**src/rtl/core/rkxcc_pkg.sv**
```systemverilog
`timescale 1ns / 1ps

package rkxcc_pkg;

   localparam int BYTE_W     = 8;
   localparam int WORDS_W    = 6;
   localparam int BYTE_SUM_W = 20;
   localparam int KEY_LEN_W  = 2;
   localparam int CSR_IDX_W  = 2;
   localparam int CSR_DATA_W = 8;
   localparam int REQ_DATA_W = 8;
   localparam int RSP_DATA_W = 40;

   // Register indexes on the configuration port.
   localparam logic [CSR_IDX_W-1:0] CSR_KEY_A   = 2'd0;
   localparam logic [CSR_IDX_W-1:0] CSR_KEY_B   = 2'd1;
   localparam logic [CSR_IDX_W-1:0] CSR_KEY_C   = 2'd2;
   localparam logic [CSR_IDX_W-1:0] CSR_KEY_LEN = 2'd3;

   localparam logic [KEY_LEN_W-1:0] KEY_LEN_RESET = 2'd3;
   localparam logic [BYTE_W-1:0] KEY_RESET [3] = '{8'h61, 8'h62, 8'h63};

   // Bit positions of the words in the mask.
   localparam int W_THE = 0;
   localparam int W_BE  = 1;
   localparam int W_TO  = 2;
   localparam int W_OF  = 3;
   localparam int W_AND = 4;
   localparam int W_IN  = 5;

   localparam logic [BYTE_W-1:0] CH_A = 8'h61;
   localparam logic [BYTE_W-1:0] CH_B = 8'h62;
   localparam logic [BYTE_W-1:0] CH_D = 8'h64;
   localparam logic [BYTE_W-1:0] CH_E = 8'h65;
   localparam logic [BYTE_W-1:0] CH_F = 8'h66;
   localparam logic [BYTE_W-1:0] CH_H = 8'h68;
   localparam logic [BYTE_W-1:0] CH_I = 8'h69;
   localparam logic [BYTE_W-1:0] CH_N = 8'h6e;
   localparam logic [BYTE_W-1:0] CH_O = 8'h6f;
   localparam logic [BYTE_W-1:0] CH_T = 8'h74;

   typedef struct packed {
      logic                  message_end;
      logic [BYTE_SUM_W-1:0] byte_sum;
      logic                  all_words_seen;
      logic [WORDS_W-1:0]    words_seen;
      logic [BYTE_W-1:0]     plain_byte;
   } result_type;

   function automatic logic [WORDS_W-1:0] detect_words(
      input logic [BYTE_W-1:0] older,
      input logic [BYTE_W-1:0] last,
      input logic [BYTE_W-1:0] cur
   );
      logic [WORDS_W-1:0] hit;
      hit        = '0;
      hit[W_THE] = (older == CH_T) && (last == CH_H) && (cur == CH_E);
      hit[W_BE]  = (last == CH_B) && (cur == CH_E);
      hit[W_TO]  = (last == CH_T) && (cur == CH_O);
      hit[W_OF]  = (last == CH_O) && (cur == CH_F);
      hit[W_AND] = (older == CH_A) && (last == CH_N) && (cur == CH_D);
      hit[W_IN]  = (last == CH_I) && (cur == CH_N);
      return hit;
   endfunction

endpackage

```
**src/rtl/core/rkxcc_csr.sv**
```systemverilog
`timescale 1ns / 1ps

module rkxcc_csr #(
   parameter int MAX_KEY_BYTES = 3
) (
   input  logic                              clock,
   input  logic                              reset,
   input  logic                              csr_valid,
   output logic                              csr_ready,
   input  logic [rkxcc_pkg::CSR_IDX_W-1:0]   csr_index,
   input  logic [rkxcc_pkg::CSR_DATA_W-1:0]  csr_data,
   output logic [rkxcc_pkg::BYTE_W-1:0]      key_bytes [MAX_KEY_BYTES],
   output logic [rkxcc_pkg::KEY_LEN_W-1:0]   key_length
);

   logic [rkxcc_pkg::BYTE_W-1:0]    key_ff [MAX_KEY_BYTES];
   logic [rkxcc_pkg::KEY_LEN_W-1:0] key_len_ff;
   logic                            wr_en;

   assign csr_ready = 1'b1;
   assign wr_en     = csr_valid && csr_ready;

   // Key bytes beyond the supported count are never read, so they are not stored.
   always_ff @(posedge clock) begin
      if (reset) begin
         for (int i = 0; i < MAX_KEY_BYTES; i++) begin
            key_ff[i] <= rkxcc_pkg::KEY_RESET[i];
         end
         key_len_ff <= rkxcc_pkg::KEY_LEN_RESET;
      end else if (wr_en) begin
         case (csr_index)
            rkxcc_pkg::CSR_KEY_A: begin
               key_ff[0] <= csr_data;
            end
            rkxcc_pkg::CSR_KEY_B: begin
               if (MAX_KEY_BYTES > 1) begin
                  key_ff[MAX_KEY_BYTES > 1 ? 1 : 0] <= csr_data;
               end
            end
            rkxcc_pkg::CSR_KEY_C: begin
               if (MAX_KEY_BYTES > 2) begin
                  key_ff[MAX_KEY_BYTES > 2 ? 2 : 0] <= csr_data;
               end
            end
            rkxcc_pkg::CSR_KEY_LEN: begin
               key_len_ff <= csr_data[rkxcc_pkg::KEY_LEN_W-1:0];
            end
            default: begin
            end
         endcase
      end
   end

   assign key_bytes  = key_ff;
   assign key_length = key_len_ff;

endmodule

```
**src/rtl/core/rkxcc_core.sv**
```systemverilog
`timescale 1ns / 1ps

module rkxcc_core #(
   parameter int MAX_KEY_BYTES = 3,
   parameter int SUM_WIDTH     = 20
) (
   input  logic                             clock,
   input  logic                             reset,
   input  logic                             accept,
   input  logic [rkxcc_pkg::BYTE_W-1:0]     cipher_byte,
   input  logic                             is_last,
   input  logic [rkxcc_pkg::BYTE_W-1:0]     key_bytes [MAX_KEY_BYTES],
   input  logic [rkxcc_pkg::KEY_LEN_W-1:0]  key_length,
   output rkxcc_pkg::result_type            result
);

   localparam int KW = rkxcc_pkg::KEY_LEN_W;
   localparam logic [KW-1:0] MAX_LEN = KW'(MAX_KEY_BYTES);

   logic [KW-1:0]                     pos_ff, pos_in;
   logic [2*rkxcc_pkg::BYTE_W-1:0]    prev_ff, prev_in;
   logic [rkxcc_pkg::WORDS_W-1:0]     mask_ff, mask_in;
   logic [SUM_WIDTH-1:0]              sum_ff, sum_in;

   logic [KW-1:0]                     eff_len;
   logic [KW-1:0]                     pos_cur;
   logic [KW-1:0]                     pos_inc;
   logic [rkxcc_pkg::BYTE_W-1:0]      key_cur;
   logic [rkxcc_pkg::BYTE_W-1:0]      plain;
   logic [SUM_WIDTH:0]                sum_wide;
   logic [SUM_WIDTH-1:0]              sum_sat;
   logic [rkxcc_pkg::WORDS_W-1:0]     mask_new;

   always_comb begin
      if (key_length == '0) begin
         eff_len = KW'(1);
      end else if (key_length > MAX_LEN) begin
         eff_len = MAX_LEN;
      end else begin
         eff_len = key_length;
      end

      // A position left out of range by a length change mid-message restarts at zero.
      pos_cur = (pos_ff >= eff_len) ? '0 : pos_ff;
      pos_inc = pos_cur + KW'(1);

      key_cur = key_bytes[0];
      for (int i = 1; i < MAX_KEY_BYTES; i++) begin
         if (pos_cur == KW'(i)) begin
            key_cur = key_bytes[i];
         end
      end

      plain    = cipher_byte ^ key_cur;
      mask_new = mask_ff | rkxcc_pkg::detect_words(prev_ff[15:8], prev_ff[7:0], plain);
      sum_wide = {1'b0, sum_ff} + {{(SUM_WIDTH + 1 - rkxcc_pkg::BYTE_W){1'b0}}, plain};
      sum_sat  = sum_wide[SUM_WIDTH] ? {SUM_WIDTH{1'b1}} : sum_wide[SUM_WIDTH-1:0];

      pos_in  = pos_ff;
      prev_in = prev_ff;
      mask_in = mask_ff;
      sum_in  = sum_ff;
      if (accept) begin
         if (is_last) begin
            pos_in  = '0;
            prev_in = '0;
            mask_in = '0;
            sum_in  = '0;
         end else begin
            pos_in  = (pos_inc >= eff_len) ? '0 : pos_inc;
            prev_in = {prev_ff[7:0], plain};
            mask_in = mask_new;
            sum_in  = sum_sat;
         end
      end
   end

   always_ff @(posedge clock) begin
      if (reset) begin
         pos_ff  <= '0;
         prev_ff <= '0;
         mask_ff <= '0;
         sum_ff  <= '0;
      end else begin
         pos_ff  <= pos_in;
         prev_ff <= prev_in;
         mask_ff <= mask_in;
         sum_ff  <= sum_in;
      end
   end

   generate
      if (SUM_WIDTH >= rkxcc_pkg::BYTE_SUM_W) begin : g_sum_trunc
         assign result.byte_sum = sum_sat[rkxcc_pkg::BYTE_SUM_W-1:0];
      end else begin : g_sum_ext
         assign result.byte_sum =
            {{(rkxcc_pkg::BYTE_SUM_W - SUM_WIDTH){1'b0}}, sum_sat};
      end
   endgenerate

   assign result.plain_byte     = plain;
   assign result.words_seen     = mask_new;
   assign result.all_words_seen = &mask_new;
   assign result.message_end    = is_last;

endmodule

```
**src/rtl/core/rkxcc_out_buf.sv**
```systemverilog
`timescale 1ns / 1ps

module rkxcc_out_buf (
   input  logic                   clock,
   input  logic                   reset,
   input  logic                   push,
   input  rkxcc_pkg::result_type  push_data,
   output logic                   push_ready,
   output logic                   out_valid,
   input  logic                   out_ready,
   output rkxcc_pkg::result_type  out_data
);

   logic                  out_valid_ff, out_valid_in;
   logic                  skid_valid_ff, skid_valid_in;
   rkxcc_pkg::result_type out_ff, out_in;
   rkxcc_pkg::result_type skid_ff, skid_in;
   logic                  pop;

   assign pop        = out_valid_ff && out_ready;
   assign push_ready = !skid_valid_ff;

   // The skid slot holds a result accepted while the output slot is stalled.
   always_comb begin
      out_valid_in  = out_valid_ff;
      skid_valid_in = skid_valid_ff;
      out_in        = out_ff;
      skid_in       = skid_ff;
      if (pop) begin
         if (skid_valid_ff) begin
            out_in        = skid_ff;
            skid_valid_in = push;
            skid_in       = push_data;
         end else begin
            out_valid_in = push;
            out_in       = push_data;
         end
      end else if (push) begin
         if (out_valid_ff) begin
            skid_valid_in = 1'b1;
            skid_in       = push_data;
         end else begin
            out_valid_in = 1'b1;
            out_in       = push_data;
         end
      end
   end

   always_ff @(posedge clock) begin
      if (reset) begin
         out_valid_ff  <= 1'b0;
         skid_valid_ff <= 1'b0;
      end else begin
         out_valid_ff  <= out_valid_in;
         skid_valid_ff <= skid_valid_in;
      end
      out_ff  <= out_in;
      skid_ff <= skid_in;
   end

   assign out_valid = out_valid_ff;
   assign out_data  = out_ff;

endmodule

```
**src/rtl/core/repeating_key_xor_crib_check.sv**
```systemverilog
`timescale 1ns / 1ps
// Results are registered in the output slot, or the skid slot while the output stalls.
// Throughput: one byte per cycle unless the skid slot is full; the per-byte work sits
// between the state registers and a two-slot output register (output, skid).
// Reset is synchronous and active high: it clears the message state and the output
// slots and loads the key bytes 0x61, 0x62, 0x63 with a key length of three.

module repeating_key_xor_crib_check #(
   parameter int MAX_KEY_BYTES = 3,
   parameter int SUM_WIDTH     = 20
) (
   input  logic                              clock,
   input  logic                              reset,
   input  logic                              req_tvalid,
   output logic                              req_tready,
   input  logic [rkxcc_pkg::REQ_DATA_W-1:0]  req_tdata,  // [7:0] cipher_byte
   input  logic                              req_tlast,  // is_last
   output logic                              rsp_tvalid,
   input  logic                              rsp_tready,
   // [7:0] plain_byte, [13:8] words_seen, [14] all_words_seen, [34:15] byte_sum,
   // [39:35] zero
   output logic [rkxcc_pkg::RSP_DATA_W-1:0]  rsp_tdata,
   output logic                              rsp_tlast,  // message_end
   input  logic                              csr_valid,
   output logic                              csr_ready,
   input  logic [rkxcc_pkg::CSR_IDX_W-1:0]   csr_index,
   input  logic [rkxcc_pkg::CSR_DATA_W-1:0]  csr_data
);

   logic [rkxcc_pkg::BYTE_W-1:0]    key_bytes [MAX_KEY_BYTES];
   logic [rkxcc_pkg::KEY_LEN_W-1:0] key_length;
   logic                            accept;
   rkxcc_pkg::result_type           new_result;
   rkxcc_pkg::result_type           rsp_result;

   assign accept = req_tvalid && req_tready;

   rkxcc_csr #(
      .MAX_KEY_BYTES (MAX_KEY_BYTES)
   ) u_csr (
      .clock      (clock),
      .reset      (reset),
      .csr_valid  (csr_valid),
      .csr_ready  (csr_ready),
      .csr_index  (csr_index),
      .csr_data   (csr_data),
      .key_bytes  (key_bytes),
      .key_length (key_length)
   );

   rkxcc_core #(
      .MAX_KEY_BYTES (MAX_KEY_BYTES),
      .SUM_WIDTH     (SUM_WIDTH)
   ) u_core (
      .clock       (clock),
      .reset       (reset),
      .accept      (accept),
      .cipher_byte (req_tdata[rkxcc_pkg::BYTE_W-1:0]),
      .is_last     (req_tlast),
      .key_bytes   (key_bytes),
      .key_length  (key_length),
      .result      (new_result)
   );

   rkxcc_out_buf u_out_buf (
      .clock      (clock),
      .reset      (reset),
      .push       (accept),
      .push_data  (new_result),
      .push_ready (req_tready),
      .out_valid  (rsp_tvalid),
      .out_ready  (rsp_tready),
      .out_data   (rsp_result)
   );

   assign rsp_tdata = {5'b0, rsp_result.byte_sum, rsp_result.all_words_seen,
                       rsp_result.words_seen, rsp_result.plain_byte};
   assign rsp_tlast = rsp_result.message_end;

   // A full skid slot can only exist behind a valid output slot.
   a_skid_behind_output: assert property (@(posedge clock) disable iff (reset)
      !req_tready |-> rsp_tvalid)
      else $error("skid slot full while output slot empty");

   // A transaction taken while the output stalls must fill the skid slot.
   a_stall_fills_skid: assert property (@(posedge clock) disable iff (reset)
      (req_tvalid && req_tready && rsp_tvalid && !rsp_tready) |=> !req_tready)
      else $error("result accepted during stall was not held in skid slot");

   // The all-words flag must agree with the mask in the same result.
   a_all_words_flag: assert property (@(posedge clock) disable iff (reset)
      rsp_tvalid |-> (rsp_tdata[14] == (&rsp_tdata[13:8])))
      else $error("all_words_seen disagrees with words_seen");

endmodule

```
**config.mk**
```make
export PLATFORM = sky130hd
export DESIGN_NAME = repeating_key_xor_crib_check
export DESIGN_NICKNAME = d
export VERILOG_FILES = /design/src/rtl/core/rkxcc_pkg.sv /design/src/rtl/core/rkxcc_csr.sv /design/src/rtl/core/rkxcc_core.sv /design/src/rtl/core/rkxcc_out_buf.sv /design/src/rtl/core/repeating_key_xor_crib_check.sv
export SDC_FILE = /design/constraint.sdc
export NUM_CORES = 1
export LEC_CHECK = 0
export BUFFER_PORTS_ARGS = -buffer_cell sky130_fd_sc_hd__buf_2
export CORE_MARGIN = 2
export CORE_UTILIZATION = 40
export CTS_CLUSTER_SIZE = 16
export DETAILED_ROUTE_END_ITERATION = 8
export PLACE_DENSITY = 0.63
export SYNTH_ARGS = -nofsm -noshare
export SYNTH_HDL_FRONTEND = slang
export SYNTH_SLANG_ARGS = --single-unit
```
**constraint.sdc**
```tcl
create_clock -name clock -period 7.3 [get_ports clock]
set_input_delay 1.095 -clock clock [delete_from_list [all_inputs] [get_ports clock]]
set_output_delay 1.095 -clock clock [all_outputs]
set_load 0.005 [all_outputs]
```
==> results.py, run 1 <==
metrics = {
    "synthesis": {
        "synth.ff_latch_count": 144,
        "synthesis.instances": 645,
        "yosysMostFrequentCell": "nor2_1",
        "postSynthAreaPerCell_um2": 10.3,
        "synth_edf_count": 72,
        "post_synth_instance_area_mm2": 0.00663,
        "synth_seq_area_share": 0.544,
        "ys_warn_count": 0,
        "synth.cells.most_frequent": "97 x nor2_1, 72 x dfxtp_1, 72 x edfxtp_1",
        "post-synth-top-area-fraction": 0.326,
        "synthDominantAreaCellType": "edfxtp_1",
        "ys_async_sr_fraction": 0,
        "synth.area.top_cells": "edfxtp_1 33%, dfxtp_1 22%, nor2_1 5.5%",
        "synth_top_flop_cell": "edfxtp_1",
        "netlist_cell_types": 66,
    },
    "critical_path": {
        "regToRegStartpoint": "u_csr.key_length[0]",
        "critPathLaunchType": "flip-flop",
        "critical-path-top-cell-by-count": "ha_1",
        "crit_required_ns": 7.47,
        "setup.worst_path.end_class": "flip-flop",
        "critPathMaxFanout": 8,
        "cp_data_arrival_time_ns": 5.39,
        "worst_path_slowest_cell": "ha_1",
        "critical_path_origin": "u_csr.key_length[0]",
        "path_cells": "nand2b_1 > ha_1 > nand2b_1 > a21oi_1 > nand2_1 > inv_1 > ha_1 > mux2_4 > mux2i_4 > xor2_2 > inv_2 > ha_1 > inv_1 > fa_1 > nor2b_1 > o21ai_0 > a21boi_0 > o21a_1 > o211a_1 > nand3_1 > mux2_2 > mux2_2",
        "critPathMaxStageDelay_ns": 0.46,
        "timing.setup.critical_path_class": "flip-flop to flip-flop",
    },
    "clock_network": {
        "post-cts-setup-buffer-count": 0,
        "post_cts_resized": 0,
        "clock-sinks": 144,
        "cts_buffers": 17,
        "ctsHoldBuffers": 0,
        "cts_root_buffer": "clkbuf_16",
        "cts.reportedPaths.clkPinSlew_ns": 0.06,
        "clockBufferDepth": 2,
        "htreeDepth": 4,
        "tritoncts": "done",
        "clk-insertion-delay-late_ns": 0.42,
    },
    "grt": {
        "grt_first_pass_wirelength_um": 24100,
        "grt_antenna_before_repair": 0,
        "grt_pass1_vias": 4932,
        "global_route.overflow_total": 0,
        "track_usage": 0.172,
        "grt_start_max_net_pins": 59,
    },
    "placed_design": {
        "numPortBuffers": 61,
        "dpl.hpwl_um": 9880,
        "gp_congestion": 0.850,
    },
    "pwr": {
        "vdd.ir_drop.worst_uv": 197,
        "internal_power_contribution_w": 0.00162,
        "p_switching_w": 0.000478,
        "power.switching_fraction": 0.228,
        "powerDensity_mw_per_mm2": 269,
        "pwr-share-seq": 0.438,
        "clock_power_share": 0.466,
        "power.total_w": 0.00210,
        "share_comb_of_total_power": 0.096,
        "p_leak_nw": 3.14,
    },
    "routing": {
        "final_antenna_net_count": 0,
        "detail_route.first_pass.iterations": 5,
        "route.vias.total": 4915,
        "via_per_inst": 5.27,
        "detail_route.iter0.violations": 283,
        "detail_route.wirelength_um": 14400,
        "wl_per_cell_um": 15.4,
        "detail_route.drc_violations": 0,
    },
    "timing": {
        "final.setup.tns_ns": 0,
        "tightestPinTransition_ns": 1.14,
        "setup_viol": 0,
        "count_of_final_max_slew_check_failures": 0,
        "grt_setup_unrepaired": "false",
        "relSlewSlack": 0.239,
        "final_min_period_over_clock_period": 0.716,
        "finalCriticalPeriod_ns": 5.23,
        "final-hold-violation-count": 0,
        "skew_ns": 0.00981,
        "fmaxAchievable_mhz": 191,
    },
    "final_layout": {
        "nFillCells": 1521,
        "post_route_cells_drive_above_1_share": 0.181,
        "diodes": 0,
        "nNetsFinal": 740,
        "layout-area-overhead-vs-synth_pct": 17.6,
        "seq_area_mm2": 0.00360,
        "multi_input_area_mm2": 0.00279,
    },
    "hold_path": {
        "worstHoldStart": "u_core.prev_ff[11]",
        "min_path_type": "flip-flop to flip-flop",
    },
    "run_status": {
        "status": "completed",
    },
    "die": {
        "die_h_um": 133,
        "floorplan.rows": 47,
        "coreArea_mm2": 0.0164,
        "horiz_die_dim_um": 133,
        "floorplan.io_pins": 68,
        "die-area_mm2": 0.0176,
        "floorplan.initialDensity": 0.404,
    },
    "flow_run": {
        "max_cap_violations": 0,
    },
}
-- layout by cell type (no fill, tap or decap), drive strengths merged, types with 3 or more instances in the layout --
| cell type | n |
|---|---|
| o21ai | 21 |
| nor3 | 9 |
| clkbuf | 18 |
| conb | 6 |
| mux2 | 12 |
| edfxtp | 72 |
| and4 | 4 |
| nand2 | 64 |
| a21o | 5 |
| bufinv | 6 |
| a211o | 6 |
| o21bai | 3 |
| nand2b | 6 |
| a21boi | 3 |
| a31oi | 11 |
| nor4 | 7 |
| o21a | 4 |
| o211a | 3 |
| a211oi | 6 |
| and3 | 11 |
| nor2 | 97 |
| xor2 | 8 |
| ha | 14 |
| inv | 27 |
| nand3b | 14 |
| a41oi | 4 |
| a21oi | 43 |
| nor2b | 6 |
| clkinv | 4 |
| buf | 69 |
| nand3 | 9 |
| xnor2 | 9 |
| a22oi | 16 |
| mux2i | 19 |
| dfxtp | 72 |
-- per-layer routing --
metal  track usage  wire, um
met3        0.0406       676
met2         0.296      7100
met1         0.208      6340
met4        0.0687       267
met5             0         0
-- layout make-up --
type,count,area share
flip-flops and latches,144,0.462
well taps,220,0.0353
repair buffers,69,0.0469
multi-input cells,443,0.358
clock buffers,18,0.0550
inverters,26,0.0125
clock inverters,13,0.0302
-- flip-flops by register name, indices dropped and copies added (netlist names) --
register	cells
u_csr.key_length	2
u_core.prev_ff	16
u_out_buf.skid_valid_ff	1
u_csr.key_bytes	24
u_core.mask_ff	6
u_out_buf.out_valid	1
u_out_buf.out_data	36
u_core.pos_ff	2
u_core.sum_ff	20
u_out_buf.skid_ff	36
-- final timing paths --
| path | endpoint | slack, ns | cells past startpoint |
|---|---|---|---|
| max | u_out_buf.out_data[33] | 2.07 | 22 |
| min | u_core.prev_ff[11] | 0.46 | 2 |
| max reg2reg | u_out_buf.out_data[33] | 2.07 | 22 |
| min reg2reg | u_core.prev_ff[11] | 0.46 | 2 |
-- kinds of logic (layout without fill, tap and decap cells) --
group	count (synthesis)	in the layout	synth area share
muxes	31	31	0.0521
AOI/OAI and AO/OA	134	134	0.132
DFF	144	144	0.544
and+or+nand+nor	240	240	0.173
xor gates and xnor gates	17	17	0.0270
other	2	6	0.00113
buffers and inverters	62	126	0.0417
adders and majority gates	15	15	0.0295
-- stage by stage --
step,setup WS (ns),cells,area [um^2],util,hold slack [ns]
after floorplan,2.78,649,6640,-,0.430
after global placement,2.25,902,7130,0.435,0.437
after detailed placement,2.08,902,7130,0.435,0.451
after CTS,2.08,933,7800,0.475,0.458
after global routing,1.71,933,7800,0.475,0.475
final,2.07,933,7800,0.475,0.456
-- power groups by stage --
stage	Combinational, W	Sequential, W	Clock [W]
after floorplan	0.000128	0.000938	0
after global placement	0.000196	0.000935	0
after detailed placement	0.000203	0.000936	0
after CTS	0.000204	0.000919	0.000989
after global routing	0.000226	0.000923	0.00103
final	0.000201	0.000919	0.000976
-- worst max-delay path: cells and delay by family (launching register included) --
| family | cells | cell delay (ns) |
|---|---|---|
| AO/OA/AOI/OAI | 5 | 1.18 |
| XOR/XNOR | 1 | 0.14 |
| adder cells (fa/ha/maj) | 4 | 1.27 |
| buffers and inverters | 3 | 0.28 |
| flip-flops | 1 | 0.30 |
| multiplexers | 4 | 1.10 |
| AND/OR/NAND/NOR | 5 | 0.70 |
Note: power is estimated with default switching activity, not from simulation.
==> run 2: changes to the inputs <==
==> constraint.sdc (replaced) <==
create_clock -name clock -period 5.3 [get_ports clock]
set_input_delay 0.795 -clock clock [delete_from_list [all_inputs] [get_ports clock]]
set_output_delay 0.795 -clock clock [all_outputs]
set_load 0.005 [all_outputs]
==> run 2 against run 1 <==
Global-route usage shrank 0.50 points. Fmax grew 3.5%. Register-to-register slack lost 1.8 ns. Highest routed layer unchanged. Largest cell class unchanged.
==> results.py, run 2 (synthesis results as in run 1) <==
metrics = {
    "placed_design": {
        "dpl.hpwl_um": 9920,
        "gp_congestion": 0.867,
        "pre_cts_slack_ns": 0.260,
        "numPortBuffers": 61,
    },
    "critical_path": {
        "setup.worst_path.end_class": "flip-flop",
        "critPathMaxFanout": 8,
        "cp_data_arrival_time_ns": 5.22,
        "path_cells": "nand2b_1 > ha_1 > nand2b_1 > a21oi_1 > nand2_1 > inv_1 > ha_2 > mux2_4 > mux2i_4 > xor2_2 > inv_2 > ha_1 > inv_1 > fa_1 > nor2b_1 > o21ai_0 > a21boi_0 > o21a_1 > o211a_1 > nand3_1 > mux2_2 > mux2_2",
        "worst_path_slowest_cell": "fa_1",
        "critPathBufInv": 3,
        "critPathLaunchType": "flip-flop",
        "timing.setup.critical_path_class": "flip-flop to flip-flop",
        "critical_path.top_delay_family": "compound AO/OA/AOI/OAI gates",
        "critPathMaxStageDelay_ns": 0.37,
        "crit_required_ns": 5.47,
    },
    "die": {
        "die_h_um": 133,
        "die-area_mm2": 0.0176,
        "horiz_die_dim_um": 133,
        "floorplan.rows": 47,
        "floorplan.io_pins": 68,
        "floorplan.initialDensity": 0.404,
        "coreArea_mm2": 0.0164,
    },
    "timing": {
        "tightestPinTransition_ns": 1.20,
        "relSlewSlack": 0.198,
        "final-hold-violation-count": 0,
        "fmaxAchievable_mhz": 198,
        "skew_ns": 0.00909,
        "timing.hold.ws_ns": 0.451,
        "grt_setup_unrepaired": "true",
        "finalCriticalPeriod_ns": 5.05,
        "final_min_period_over_clock_period": 0.953,
        "count_of_final_max_slew_check_failures": 0,
        "setup_viol": 0,
        "setup_ws_ns": 0.250,
    },
    "flow_run": {
        "max_cap_violations": 0,
    },
    "routing": {
        "detail_route.drc_violations": 0,
        "detail_route.first_pass.iterations": 5,
        "route.vias.total": 4909,
        "detail_route.iter0.violations": 297,
        "detail_route.wirelength_um": 14500,
        "via_per_inst": 5.21,
        "wl_per_cell_um": 15.4,
        "final_antenna_net_count": 0,
    },
    "clock_network": {
        "ctsHoldBuffers": 0,
        "post_cts_resized": 0,
        "clockBufferDepth": 2,
        "htreeDepth": 4,
        "cts.reportedPaths.clkPinSlew_ns": 0.06,
        "post-cts-setup-buffer-count": 0,
        "tritoncts": "done",
        "clock-sinks": 144,
        "clk-insertion-delay-late_ns": 0.42,
        "cts_buffers": 17,
        "cts_root_buffer": "clkbuf_16",
    },
    "pwr": {
        "powerDensity_mw_per_mm2": 362,
        "vdd.ir_drop.worst_uv": 251,
        "p_leak_nw": 3.17,
    },
    "hold_path": {
        "min_path_type": "flip-flop to flip-flop",
    },
    "final_layout": {
        "post_route_cells_drive_above_1_share": 0.191,
        "layout_common_cells": "97 x nor2_1, 72 x dfxtp_1, 72 x edfxtp_1",
        "diodes": 0,
        "layout-area-overhead-vs-synth_pct": 18.2,
        "final_common_cell": "nor2_1",
        "nNetsFinal": 749,
    },
    "grt": {
        "grt_pass1_vias": 4728,
        "grt_first_pass_wirelength_um": 23300,
        "grt_start_max_net_pins": 59,
        "grt_antenna_before_repair": 0,
        "global_route.overflow_total": 0,
        "track_usage": 0.167,
    },
    "run_status": {
        "status": "completed",
    },
}
run 2: cell count changes in the layout (fill, tap and decap cells not counted), sizes merged:
cell / previous run / this run
bufinv: 6 / 5
clkinv: 4 / 6
inv: 27 / 26
clkinvlp: 2 / 1
buf: 69 / 78
clkbuf: 18 / 19
run 2: cell type report:
class	count	area, um^2
clock inverters	12	190
flip-flops and latches	144	3600
fillers	1539	8570
multi-input cells	443	2790
inverters	26	97.6
well taps	220	275
clock buffers	19	443
repair buffers	78	433
run 2: per-layer routing:
layer	up-vias	GRT usage	wire [um]
met4	0	0.0663	227
met1	2338	0.216	6540
li1	2418	-	-
met2	137	0.270	6990
met5	-	0	0
met3	16	0.0410	711
run 2: worst min-delay path: stages, from the launching register on:
cell	delay, ns
dfxtp_1	0.31
nand2_1	0.05
a21oi_1	0.05
run 2: final timing paths:
path | startpoint | to | slack (ns) | cells after the start
max | u_csr.key_length[0] | u_out_buf.out_data[33] | 0.25 | 22
min reg2reg | u_core.prev_ff[9] | u_core.prev_ff[9] | 0.45 | 2
max reg2reg | u_csr.key_length[0] | u_out_buf.out_data[33] | 0.25 | 22
min | u_core.prev_ff[9] | u_core.prev_ff[9] | 0.45 | 2
run 2: report_power, final:
group,switching (W),total (W),leakage [nW],internal (W)
logic,0.000177,0.000290,1.61,0.000113
clock network,0.000442,0.00128,0.310,0.000840
registers,0.0000238,0.00127,1.26,0.00124
run 2: stage by stage:
stage / util / TNS (ns) / cells / cell area [um^2] / power (W)
CTS: 0.477 / 0 / 942 / 7830 / 0.00287
global route: 0.478 / -0.0975 / 942 / 7840 / 0.00295
floorplan: - / 0 / 649 / 6640 / 0.00147
global placement: 0.439 / 0 / 911 / 7200 / 0.00157
finish: 0.478 / 0 / 942 / 7840 / 0.00284
detailed placement: 0.439 / 0 / 911 / 7200 / 0.00158
